<file path="config.mk">
export PLATFORM = sky130hd
export DESIGN_NAME = text_to_keyboard_report_sequencer
export DESIGN_NICKNAME = d
export VERILOG_FILES = /design/src/rtl/ttk_pkg.sv /design/src/rtl/ttk_ram.sv /design/src/rtl/ttk_front.sv /design/src/rtl/ttk_queue.sv /design/src/rtl/ttk_back.sv /design/src/rtl/text_to_keyboard_report_sequencer.sv
export VERILOG_INCLUDE_DIRS = /design/src /design/src/rtl
export SDC_FILE = /design/constraint.sdc
export NUM_CORES = 2
export LEC_CHECK = 0
export BUFFER_PORTS_ARGS = -buffer_cell sky130_fd_sc_hd__buf_4
export CORE_MARGIN = 4
export CORE_UTILIZATION = 40
export DETAILED_ROUTE_END_ITERATION = 10
export PLACE_DENSITY = 0.64
export SYNTH_ARGS = -nofsm -noshare
export SYNTH_HDL_FRONTEND = slang
export SYNTH_SLANG_ARGS = --single-unit
</file>
<file path="constraint.sdc">
create_clock -name clk -period 43.2 [get_ports clk]
set_input_delay 2.16 -clock clk [delete_from_list [all_inputs] [get_ports clk]]
set_output_delay 2.16 -clock clk [all_outputs]
set_load 0.01 [all_outputs]
</file>
<file path="src/rtl/assert_macros.svh">
// Assertion macros shared by the sequencer modules.
// Needs nothing else; taken in by `include where a module asserts.
`ifndef ASSERT_MACROS_SVH
`define ASSERT_MACROS_SVH

// A condition that must hold at every clock edge outside reset.
`define ASSERT_ALWAYS(label, clk, rst, cond) \
  label: assert property (@(posedge clk) disable iff (rst) (cond)) \
    else $error("assertion failed");

// A condition that must hold in the same cycle as a trigger.
`define ASSERT_IMPLIES(label, clk, rst, ante, cons) \
  label: assert property (@(posedge clk) disable iff (rst) (ante) |-> (cons)) \
    else $error("assertion failed");

`endif

</file>
<file path="src/rtl/ttk_pkg.sv">
// Package of the text to keyboard report sequencer: payload types,
// request and shift mode codes, queued command type and size constants.
// Depends on nothing.
`timescale 1ns / 1ps

package ttk_pkg;

  // Default size of the character table and the keymap usage limit.
  localparam int CHAR_TABLE_DEPTH = 256;
  localparam int KEYMAP_DEPTH     = 256;

  // Entries of the queue between the front and the back.
  localparam int QUEUE_DEPTH = 2;

  // Request type codes.
  localparam logic [1:0] REQ_CLEAR = 2'd0;
  localparam logic [1:0] REQ_LOAD  = 2'd1;
  localparam logic [1:0] REQ_TEXT  = 2'd2;

  // Shift modes stored with each table entry.
  localparam logic [1:0] MODE_UP   = 2'd0;
  localparam logic [1:0] MODE_DOWN = 2'd1;
  localparam logic [1:0] MODE_ANY  = 2'd2;

  // Width of one table word: usage then shift mode.
  localparam int ENTRY_W = 10;

  typedef struct packed {
    logic [1:0] req_type;
    logic [7:0] usage;
    logic [7:0] plain_char;
    logic [7:0] shifted_char;
    logic [7:0] text_char;
    logic       text_end;
  } request_t;

  typedef struct packed {
    logic [7:0] key_code;
    logic       shift_down;
    logic       failed;
    logic       last;
  } report_t;

  typedef enum logic [1:0] {
    OP_NONE  = 2'd0,
    OP_CLEAR = 2'd1,
    OP_LOAD  = 2'd2,
    OP_TEXT  = 2'd3
  } op_t;

  // Classified command as it travels through the queue.
  typedef struct packed {
    op_t        op;
    logic [7:0] usage;
    logic       plain_we;
    logic [7:0] plain_char;
    logic [1:0] plain_mode;
    logic       shifted_we;
    logic [7:0] shifted_char;
    logic [7:0] text_char;
    logic       in_range;
    logic       text_end;
  } cmd_t;

endpackage

</file>
<file path="src/rtl/ttk_ram.sv">
// Generic simple dual port RAM: one write port, one read port with
// registered read data. Depends on nothing.
`timescale 1ns / 1ps

module ttk_ram #(
  parameter int WIDTH = 8,
  parameter int DEPTH = 256
) (
  input  logic                     clk,
  input  logic                     we,
  input  logic [$clog2(DEPTH)-1:0] waddr,
  input  logic [WIDTH-1:0]         wdata,
  input  logic [$clog2(DEPTH)-1:0] raddr,
  output logic [WIDTH-1:0]         rdata
);

  logic [WIDTH-1:0] mem [DEPTH];

  // Write and registered read.
  always_ff @(posedge clk) begin
    if (we) begin
      mem[waddr] <= wdata;
    end
    rdata <= mem[raddr];
  end

endmodule

</file>
<file path="src/rtl/ttk_front.sv">
// Front of the sequencer: accepts requests, classifies them into commands
// and hands them to the queue. Depends on ttk_pkg.
`timescale 1ns / 1ps

module ttk_front #(
  parameter int CHAR_TABLE_DEPTH = ttk_pkg::CHAR_TABLE_DEPTH
) (
  input  logic              clk,
  input  logic              rst,
  input  logic              start,
  output logic              busy,
  input  ttk_pkg::request_t request,
  input  logic              q_full,
  output logic              push,
  output ttk_pkg::cmd_t     push_cmd
);

  logic          stage_valid;
  logic          stage_valid_next;
  ttk_pkg::cmd_t stage_cmd;
  ttk_pkg::cmd_t cls;
  logic          accept;
  logic          usage_ok;
  logic          plain_ok;
  logic          shifted_ok;
  logic          text_ok;

  // Range checks on usage and characters.
  assign usage_ok   = (request.usage != 8'd0) &&
                      ({1'b0, request.usage} < 9'(ttk_pkg::KEYMAP_DEPTH));
  assign plain_ok   = (request.plain_char != 8'd0) &&
                      ({1'b0, request.plain_char} < 9'(CHAR_TABLE_DEPTH));
  assign shifted_ok = (request.shifted_char != 8'd0) &&
                      (request.shifted_char != request.plain_char) &&
                      ({1'b0, request.shifted_char} < 9'(CHAR_TABLE_DEPTH));
  assign text_ok    = {1'b0, request.text_char} < 9'(CHAR_TABLE_DEPTH);

  // Classification of the request into a command.
  always_comb begin
    cls              = '0;
    cls.op           = ttk_pkg::OP_NONE;
    cls.usage        = request.usage;
    cls.plain_char   = request.plain_char;
    cls.shifted_char = request.shifted_char;
    cls.text_char    = request.text_char;
    cls.text_end     = request.text_end;
    cls.in_range     = text_ok;
    cls.plain_mode   = (request.plain_char == request.shifted_char) ?
                       ttk_pkg::MODE_ANY : ttk_pkg::MODE_UP;
    case (request.req_type)
      ttk_pkg::REQ_CLEAR: begin
        cls.op = ttk_pkg::OP_CLEAR;
      end
      ttk_pkg::REQ_LOAD: begin
        cls.plain_we   = usage_ok && plain_ok;
        cls.shifted_we = usage_ok && shifted_ok;
        if (usage_ok && (plain_ok || shifted_ok)) begin
          cls.op = ttk_pkg::OP_LOAD;
        end
      end
      ttk_pkg::REQ_TEXT: begin
        cls.op = ttk_pkg::OP_TEXT;
      end
      default: begin
        cls.op = ttk_pkg::OP_NONE;
      end
    endcase
  end

  // Handshake: the stage holds one command until the queue takes it.
  assign busy     = stage_valid && q_full;
  assign accept   = start && !busy;
  assign push     = stage_valid && !q_full;
  assign push_cmd = stage_cmd;

  always_comb begin
    stage_valid_next = stage_valid;
    if (accept) begin
      stage_valid_next = (cls.op != ttk_pkg::OP_NONE);
    end else if (push) begin
      stage_valid_next = 1'b0;
    end
  end

  always_ff @(posedge clk) begin
    if (rst) begin
      stage_valid <= 1'b0;
    end else begin
      stage_valid <= stage_valid_next;
    end
  end

  // Command payload register.
  always_ff @(posedge clk) begin
    if (accept) begin
      stage_cmd <= cls;
    end
  end

endmodule

</file>
<file path="src/rtl/ttk_queue.sv">
// Short command queue between the front and the back of the sequencer.
// Depends on ttk_pkg and assert_macros.svh.
`timescale 1ns / 1ps
`include "assert_macros.svh"

module ttk_queue (
  input  logic          clk,
  input  logic          rst,
  input  logic          push,
  input  ttk_pkg::cmd_t push_cmd,
  output logic          full,
  input  logic          pop,
  output logic          head_valid,
  output ttk_pkg::cmd_t head
);

  localparam int DEPTH = ttk_pkg::QUEUE_DEPTH;
  localparam int PTR_W = (DEPTH > 1) ? $clog2(DEPTH) : 1;
  localparam int CNT_W = $clog2(DEPTH + 1);

  ttk_pkg::cmd_t    entries [DEPTH];
  logic [PTR_W-1:0] wr_ptr;
  logic [PTR_W-1:0] rd_ptr;
  logic [CNT_W-1:0] count;

  assign full       = (count == CNT_W'(DEPTH));
  assign head_valid = (count != '0);
  assign head       = entries[rd_ptr];

  // Pointers and fill count.
  always_ff @(posedge clk) begin
    if (rst) begin
      wr_ptr <= '0;
      rd_ptr <= '0;
      count  <= '0;
    end else begin
      if (push) begin
        wr_ptr <= (wr_ptr == PTR_W'(DEPTH - 1)) ? '0 : wr_ptr + 1'b1;
      end
      if (pop) begin
        rd_ptr <= (rd_ptr == PTR_W'(DEPTH - 1)) ? '0 : rd_ptr + 1'b1;
      end
      if (push && !pop) begin
        count <= count + 1'b1;
      end else if (pop && !push) begin
        count <= count - 1'b1;
      end
    end
  end

  // Entry storage.
  always_ff @(posedge clk) begin
    if (push) begin
      entries[wr_ptr] <= push_cmd;
    end
  end

  `ASSERT_ALWAYS(a_no_overflow, clk, rst, !(push && full))
  `ASSERT_ALWAYS(a_no_underflow, clk, rst, !(pop && !head_valid))
  `ASSERT_ALWAYS(a_count_range, clk, rst, count <= CNT_W'(DEPTH))

endmodule

</file>
<file path="src/rtl/ttk_back.sv">
// Back of the sequencer: runs queued commands against the character table
// and sends keyboard reports. Depends on ttk_pkg, ttk_ram, assert_macros.svh.
`timescale 1ns / 1ps
`include "assert_macros.svh"

module ttk_back #(
  parameter int CHAR_TABLE_DEPTH = ttk_pkg::CHAR_TABLE_DEPTH
) (
  input  logic             clk,
  input  logic             rst,
  input  logic             head_valid,
  input  ttk_pkg::cmd_t    head,
  output logic             pop,
  output logic             strobe,
  output ttk_pkg::report_t result
);

  localparam int IDX_W = $clog2(CHAR_TABLE_DEPTH);

  typedef enum logic [4:0] {
    ST_IDLE  = 5'b00001,
    ST_LOAD2 = 5'b00010,
    ST_LOOK  = 5'b00100,
    ST_KEY   = 5'b01000,
    ST_END   = 5'b10000
  } state_t;

  state_t                        state;
  state_t                        state_next;
  ttk_pkg::cmd_t                 cmd;
  logic [CHAR_TABLE_DEPTH-1:0]   valid_bits;
  logic                          shift_held;
  logic                          shift_held_next;
  logic [7:0]                    held_key;
  logic [7:0]                    held_key_next;
  logic                          discarding;
  logic                          discarding_next;
  logic [7:0]                    key;
  logic [7:0]                    key_next;
  logic                          strobe_next;
  ttk_pkg::report_t              result_next;
  logic                          table_clear;
  logic                          ram_we;
  logic [IDX_W-1:0]              ram_waddr;
  logic [ttk_pkg::ENTRY_W-1:0]   ram_wdata;
  logic [ttk_pkg::ENTRY_W-1:0]   ram_rdata;
  logic [7:0]                    rd_usage;
  logic [1:0]                    rd_mode;
  logic                          hit;

  // Usage and shift mode of every character.
  ttk_ram #(
    .WIDTH (ttk_pkg::ENTRY_W),
    .DEPTH (CHAR_TABLE_DEPTH)
  ) u_table (
    .clk   (clk),
    .we    (ram_we),
    .waddr (ram_waddr),
    .wdata (ram_wdata),
    .raddr (head.text_char[IDX_W-1:0]),
    .rdata (ram_rdata)
  );

  assign rd_usage = ram_rdata[ttk_pkg::ENTRY_W-1:2];
  assign rd_mode  = ram_rdata[1:0];
  assign hit      = head.in_range && valid_bits[head.text_char[IDX_W-1:0]];
  assign pop      = (state == ST_IDLE) && head_valid;

  // Sequencer: one command at a time, at most one report per cycle.
  always_comb begin
    state_next      = state;
    shift_held_next = shift_held;
    held_key_next   = held_key;
    discarding_next = discarding;
    key_next        = key;
    strobe_next     = 1'b0;
    result_next     = '0;
    table_clear     = 1'b0;
    ram_we          = 1'b0;
    ram_waddr       = head.plain_char[IDX_W-1:0];
    ram_wdata       = {head.usage, head.plain_mode};
    case (state)
      ST_IDLE: begin
        if (head_valid) begin
          case (head.op)
            ttk_pkg::OP_CLEAR: begin
              table_clear = 1'b1;
            end
            ttk_pkg::OP_LOAD: begin
              ram_we = head.plain_we;
              if (head.shifted_we) begin
                state_next = ST_LOAD2;
              end
            end
            ttk_pkg::OP_TEXT: begin
              if (discarding) begin
                if (head.text_end) begin
                  discarding_next = 1'b0;
                end
              end else if (!hit) begin
                // Unmapped character: error report closes the text.
                strobe_next        = 1'b1;
                result_next.failed = 1'b1;
                result_next.last   = 1'b1;
                shift_held_next    = 1'b0;
                held_key_next      = 8'd0;
                discarding_next    = !head.text_end;
              end else begin
                state_next = ST_LOOK;
              end
            end
            default: begin
            end
          endcase
        end
      end
      ST_LOAD2: begin
        ram_we     = 1'b1;
        ram_waddr  = cmd.shifted_char[IDX_W-1:0];
        ram_wdata  = {cmd.usage, ttk_pkg::MODE_DOWN};
        state_next = ST_IDLE;
      end
      ST_LOOK: begin
        // Table word is here; send a shift change or a release first.
        key_next    = rd_usage;
        strobe_next = 1'b1;
        state_next  = ST_KEY;
        if ((rd_mode == ttk_pkg::MODE_DOWN) && !shift_held) begin
          shift_held_next        = 1'b1;
          held_key_next          = 8'd0;
          result_next.shift_down = 1'b1;
        end else if ((rd_mode == ttk_pkg::MODE_UP) && shift_held) begin
          shift_held_next = 1'b0;
          held_key_next   = 8'd0;
        end else if (held_key == rd_usage) begin
          held_key_next          = 8'd0;
          result_next.shift_down = shift_held;
        end else begin
          result_next.key_code   = rd_usage;
          result_next.shift_down = shift_held;
          held_key_next          = rd_usage;
          state_next             = cmd.text_end ? ST_END : ST_IDLE;
        end
      end
      ST_KEY: begin
        strobe_next            = 1'b1;
        result_next.key_code   = key;
        result_next.shift_down = shift_held;
        held_key_next          = key;
        state_next             = cmd.text_end ? ST_END : ST_IDLE;
      end
      ST_END: begin
        strobe_next      = 1'b1;
        result_next.last = 1'b1;
        shift_held_next  = 1'b0;
        held_key_next    = 8'd0;
        state_next       = ST_IDLE;
      end
      default: begin
        state_next = ST_IDLE;
      end
    endcase
  end

  // Control state and table valid bits.
  always_ff @(posedge clk) begin
    if (rst) begin
      state      <= ST_IDLE;
      shift_held <= 1'b0;
      held_key   <= 8'd0;
      discarding <= 1'b0;
      strobe     <= 1'b0;
      valid_bits <= '0;
    end else begin
      state      <= state_next;
      shift_held <= shift_held_next;
      held_key   <= held_key_next;
      discarding <= discarding_next;
      strobe     <= strobe_next;
      if (table_clear) begin
        valid_bits <= '0;
      end else if (ram_we) begin
        valid_bits[ram_waddr] <= 1'b1;
      end
    end
  end

  // Payload registers.
  always_ff @(posedge clk) begin
    if (pop) begin
      cmd <= head;
    end
    key    <= key_next;
    result <= result_next;
  end

  `ASSERT_IMPLIES(a_last_idle_keys, clk, rst, strobe && result.last,
                  !shift_held && (held_key == 8'd0))
  `ASSERT_IMPLIES(a_fail_is_final, clk, rst, strobe && result.failed,
                  result.last && (result.key_code == 8'd0) && !result.shift_down)
  `ASSERT_IMPLIES(a_look_after_pop, clk, rst, state == ST_LOOK,
                  $past(pop) && ($past(head.op) == ttk_pkg::OP_TEXT))

endmodule

</file>
<file path="src/rtl/text_to_keyboard_report_sequencer.sv">
// Top level of the text to keyboard report sequencer.
// Depends on ttk_pkg, ttk_front, ttk_queue and ttk_back.
`timescale 1ns / 1ps

// Requests are transferred when start is high and busy is low. A front
// stage classifies each request and a two-entry queue holds it for the
// back, so up to three requests may wait while the back works. Requests
// that have no effect (unknown type, or a keymap entry that stores nothing)
// are dropped by the front and never reach the back. The back takes one
// command at a time: a table clear, a keymap entry and a discarded or
// unmapped text character are handled in the idle state, plus ST_LOAD2
// when a shifted character is stored. A mapped character reads the
// table, whose read data is registered, in the idle state; ST_LOOK and,
// as needed, ST_KEY and ST_END then send its one to three reports.
// Reports leave on result, one per cycle with strobe high for that cycle
// only; the receiver cannot hold them off and must take each one. The
// table valid bits clear at once on reset and on a clear request.
module text_to_keyboard_report_sequencer #(
  parameter int CHAR_TABLE_DEPTH = ttk_pkg::CHAR_TABLE_DEPTH
) (
  input  logic              clk,
  input  logic              rst,
  input  logic              start,
  output logic              busy,
  input  ttk_pkg::request_t request,
  output logic              strobe,
  output ttk_pkg::report_t  result
);

  logic          q_full;
  logic          push;
  ttk_pkg::cmd_t push_cmd;
  logic          pop;
  logic          head_valid;
  ttk_pkg::cmd_t head;

  // Request intake and classification.
  ttk_front #(
    .CHAR_TABLE_DEPTH (CHAR_TABLE_DEPTH)
  ) u_front (
    .clk      (clk),
    .rst      (rst),
    .start    (start),
    .busy     (busy),
    .request  (request),
    .q_full   (q_full),
    .push     (push),
    .push_cmd (push_cmd)
  );

  // Command queue.
  ttk_queue u_queue (
    .clk        (clk),
    .rst        (rst),
    .push       (push),
    .push_cmd   (push_cmd),
    .full       (q_full),
    .pop        (pop),
    .head_valid (head_valid),
    .head       (head)
  );

  // Table and report sequencer.
  ttk_back #(
    .CHAR_TABLE_DEPTH (CHAR_TABLE_DEPTH)
  ) u_back (
    .clk        (clk),
    .rst        (rst),
    .head_valid (head_valid),
    .head       (head),
    .pop        (pop),
    .strobe     (strobe),
    .result     (result)
  );

endmodule

</file>
==> results.md <==
- R2R Path End: u_back.u_table.rdata[5]$_DFF_P_
- Residual DRC count: 0
- Most common cell in the synthesized netlist: edfxtp_1
- Max Freq: 150 MHz
- Mapped Area: 116000 µm²
- Area Overhead vs Synth: 13.0%
- CP Max Fanout: approximately 110
- Pwr dens: 59.0 nW/µm²
- Post-synth top area share: 70.0%
- Synthesized area per cell: 18.7 µm²
- Grt ovf: 0
- Synthesized net count: 6230
- Pre-antenna DRT Iters: 6
- FF-to-FF path depth: 11
- Port Buf Inserts: 50
- Share of layout cells above drive strength 1: 21.2%
- Vias in the first global route: just over 60000
- Worst Slack Setup Final: 36.54 ns
- Die outline height: roughly 550 µm
- CP required: 43.97 ns
- RD Place Congestion: 0.803
- Routed vias/inst: 5.88
- Seq pwr share: 44.3%
- Final min period: 6.66 ns
- Starting DRT DRC Count: 8289
- First-pass GRT wire length: 439000 µm
- R2R setup slack: 36.54 ns
- PostCTS Resize Cnt: 0
- CTS Root Cell: clkbuf_16
- Worst Hold Class: reg2reg
- Nets: 6375
- Post-Syn Instances: 6191
- Met1 usage: 29.0%
- Initial Utilization: 40.2%
- Main synth FF type: edfxtp_1
- GR Util met3: 3.85%
- Hpwl dp: 170000 µm
- Longest Clk Path Bufs: 4
- Htree depth: 5
- Detailed Route WL: 302000 µm
- Post-synthesis cell type count: 65
- Largest net degree at the start of global routing: 223
- Final hold violations: 0
- Critical path endpoint category: flop
- Worst hold path depth: 0
- Final setup vio count: 0
- Number of synthesized register bits: 2998
- CTS tree: built
- Ys async rst share: 0%
- Worst-path cell chain: mux2_8 > buf_12 > buf_12 > buf_4 > mux4_2 > nand2_1 > nand3_1 > a311oi_1 > a21oi_1 > a211oi_1 > a21oi_1
- Layer with the highest usage: met2
- Postcts setup bufs: 0
- Combinational fraction of design power: between 20% and 30%
- Critical Path Source Type: flop
- Ranking of synthesized cells by area: edfxtp_1 (70%), mux4_2 (13%), dfxtp_1 (5.2%)
- Latest clock arrival within the worst-skew pair: 0.96 ns
- Outcome: complete, no violations
- Pre-CTS WS: 36.37 ns
- Net Switching: 2.26 mW
- Initial antenna violation count: 10
- Int Pwr: 5.45 mW
- Hold_sp: u_front.push_cmd[13]$_DFFE_PP_
- Hold buffers post-CTS: 0
- Worst Hold Path EP: u_queue.entries[1][12]$_DFFE_PP_
- RSZ-0062 raised after global routing: no
- Synthesis warning total: 0
- Final setup skew: ~0.048 ns
- Slew Viols, Final: 0
- CP Data Arrival Time: approximately 7.4 ns
- Slowest stage delay, CP: slightly below 0.8 ns
- Max_cap viols: 0
- Critical path class: reg2reg
- TNS Setup: 0 ns
- Via count: between 60000 and 70000
- Max-slew headroom: 6.04%
- Met2 usage: 30.2%
- Top cells by count, synth: edfxtp_1 (2699), nand2_1 (748), mux4_2 (673)
- Area leader, netlist: edfxtp_1
- Die span in x: roughly 550 µm
- Core box area: ~290000 µm²
- Sequential area share after synthesis: between 70% and 80%
- GRT Overall Usage: around a fifth
- Post-synth EDFFs: 2699
- Worst slew pin tran: 1.40 ns
- Die footprint: 298000 µm²
- # clock sinks: 2998
- Cts bufs inserted: 322
- ANT nets after route: 0
- Net Sw Frac: 29.3%
- Util after Layout: 45.4%
- Fin crit share: 15.4%
- CTS clock-pin slew for the worst setup and hold paths: 0.06 ns
- Worst vdd ir: 0.0000469 V
- # IOs: 51
- Layout fillers: between 20000 and 25000
- Row Count: 197
- Clock share of power: 34.5%
- Leak pwr: 41.0 nW
- WL/cell: 29.1 µm
- Slowest CP cell: a211oi_1
[kinds of logic after synthesis]
family	Yosys count	synth area share [%]
compound gates	599	3.88
xor+xnor	22	0.167
mux	768	14.0
simple gates	1410	5.15
buf+inv	393	1.61
flops	2998	75.2
fa+ha+maj	1	0.0108
[cell usage in the layout, fill, tap and decap left out, types with 9 or more instances in the layout]
master     synthesis  routed
edfxtp_1        2699    2699
nand2_1          748     731
mux4_2           673     673
clkbuf_16          0     329
nor2_1           301     299
dfxtp_1          299     298
o21a_1           257     257
nand3_1          191     191
buf_4             47     190
a311oi_1         126     126
clkbuf_1         152      92
and3_1            84      83
a21oi_1           63      60
mux2i_1           63      58
clkinv_2           0      55
a31oi_1           43      42
clkinv_1           1      28
clkbuf_8           0      27
a211oi_1          26      26
nand2b_1          24      24
mux2_2            29      20
bufinv_16          0      20
xnor2_1           18      18
nor3_1            16      16
nand2_2            0      16
inv_1             14      14
nor2b_1           15      14
a22o_1            11      11
mux2_8             0      11
a32oi_1           10      10
diode_2            0       9
o21ai_0            9       9
nor4_1             9       9
buf_12             0       9
[flip-flops by register name, indices dropped and copies added (netlist names), 2 cells and up, named ones only]
name	cells
u_back.cmd	17
u_back.u_table.mem	2560
u_queue.entries	76
u_back.result	11
u_front.push_cmd	38
u_back.u_table.rdata	10
u_queue.count	2
u_back.valid_bits	256
u_back.held_key	8
u_back.key	8
u_back.state	5
[final cells by class]
class / count / area, µm² / area share, %
well taps: 3781 / 4730 / 3.62
clock buffers: 448 / 8950 / 6.84
flip-flops and latches: 2998 / 87000 / 66.6
clock inverters: 122 / 1170 / 0.892
inverters: 15 / 63.8 / 0.0488
repair buffers: 199 / 1610 / 1.23
diodes: 9 / 22.5 / 0.0172
multi-input cells: 2800 / 27200 / 20.8
[through the flow]
| step | std cells | power [mW] | instance area, µm² | hold slack (ns) |
|---|---|---|---|---|
| 6_report | 10400 | 7.71 | 131000 | 0.444 |
| 5_1_grt | 10400 | 7.96 | 131000 | 0.456 |
| 4_1_cts | 10400 | 7.75 | 131000 | 0.438 |
| 3_5_place_dp | 9793 | 5.11 | 121000 | 0.434 |
| 3_3_place_gp | 9793 | 5.09 | 121000 | 0.425 |
| 2_1_floorplan | 6191 | 4.48 | 116000 | 0.421 |
[critical path: cells and delay by family (launching register included)]
kind	cells	cell delay (ns)
buffers and inverters	3	2.10
AO/OA/AOI/OAI	4	1.93
flip-flops	1	0.69
AND/OR/NAND/NOR	2	0.26
multiplexers	2	1.34
[how the worst max path moves through the flow]
stage               slack, ns                                  to
detailed placement      36.37     u_back.u_table.rdata[5]$_DFF_P_
global route            36.02     u_back.u_table.rdata[5]$_DFF_P_
CTS                     36.33     u_back.u_table.rdata[5]$_DFF_P_
finish                  36.54     u_back.u_table.rdata[5]$_DFF_P_
global placement        36.42     u_back.u_table.rdata[5]$_DFF_P_
floorplan               28.85  u_back.u_table.mem[0][1]$_DFFE_PP_
[per-layer routing]
layer  share of wire [%]  up-vias
met4                 3.5       16
met5               0.037        -
li1                    -    25100
met2                  46     3037
met3                 9.4      548
met1                  41    32300
[power by group through the flow]
stage	sequential, mW	combinational (mW)	clock [mW]
after floorplan	3.47	1.01	0
after global placement	3.47	1.62	0
after detailed placement	3.48	1.64	0
after CTS	3.41	1.64	2.69
after global routing	3.42	1.73	2.82
final	3.42	1.64	2.66
No activity file was read; power rests on OpenSTA's default activity.
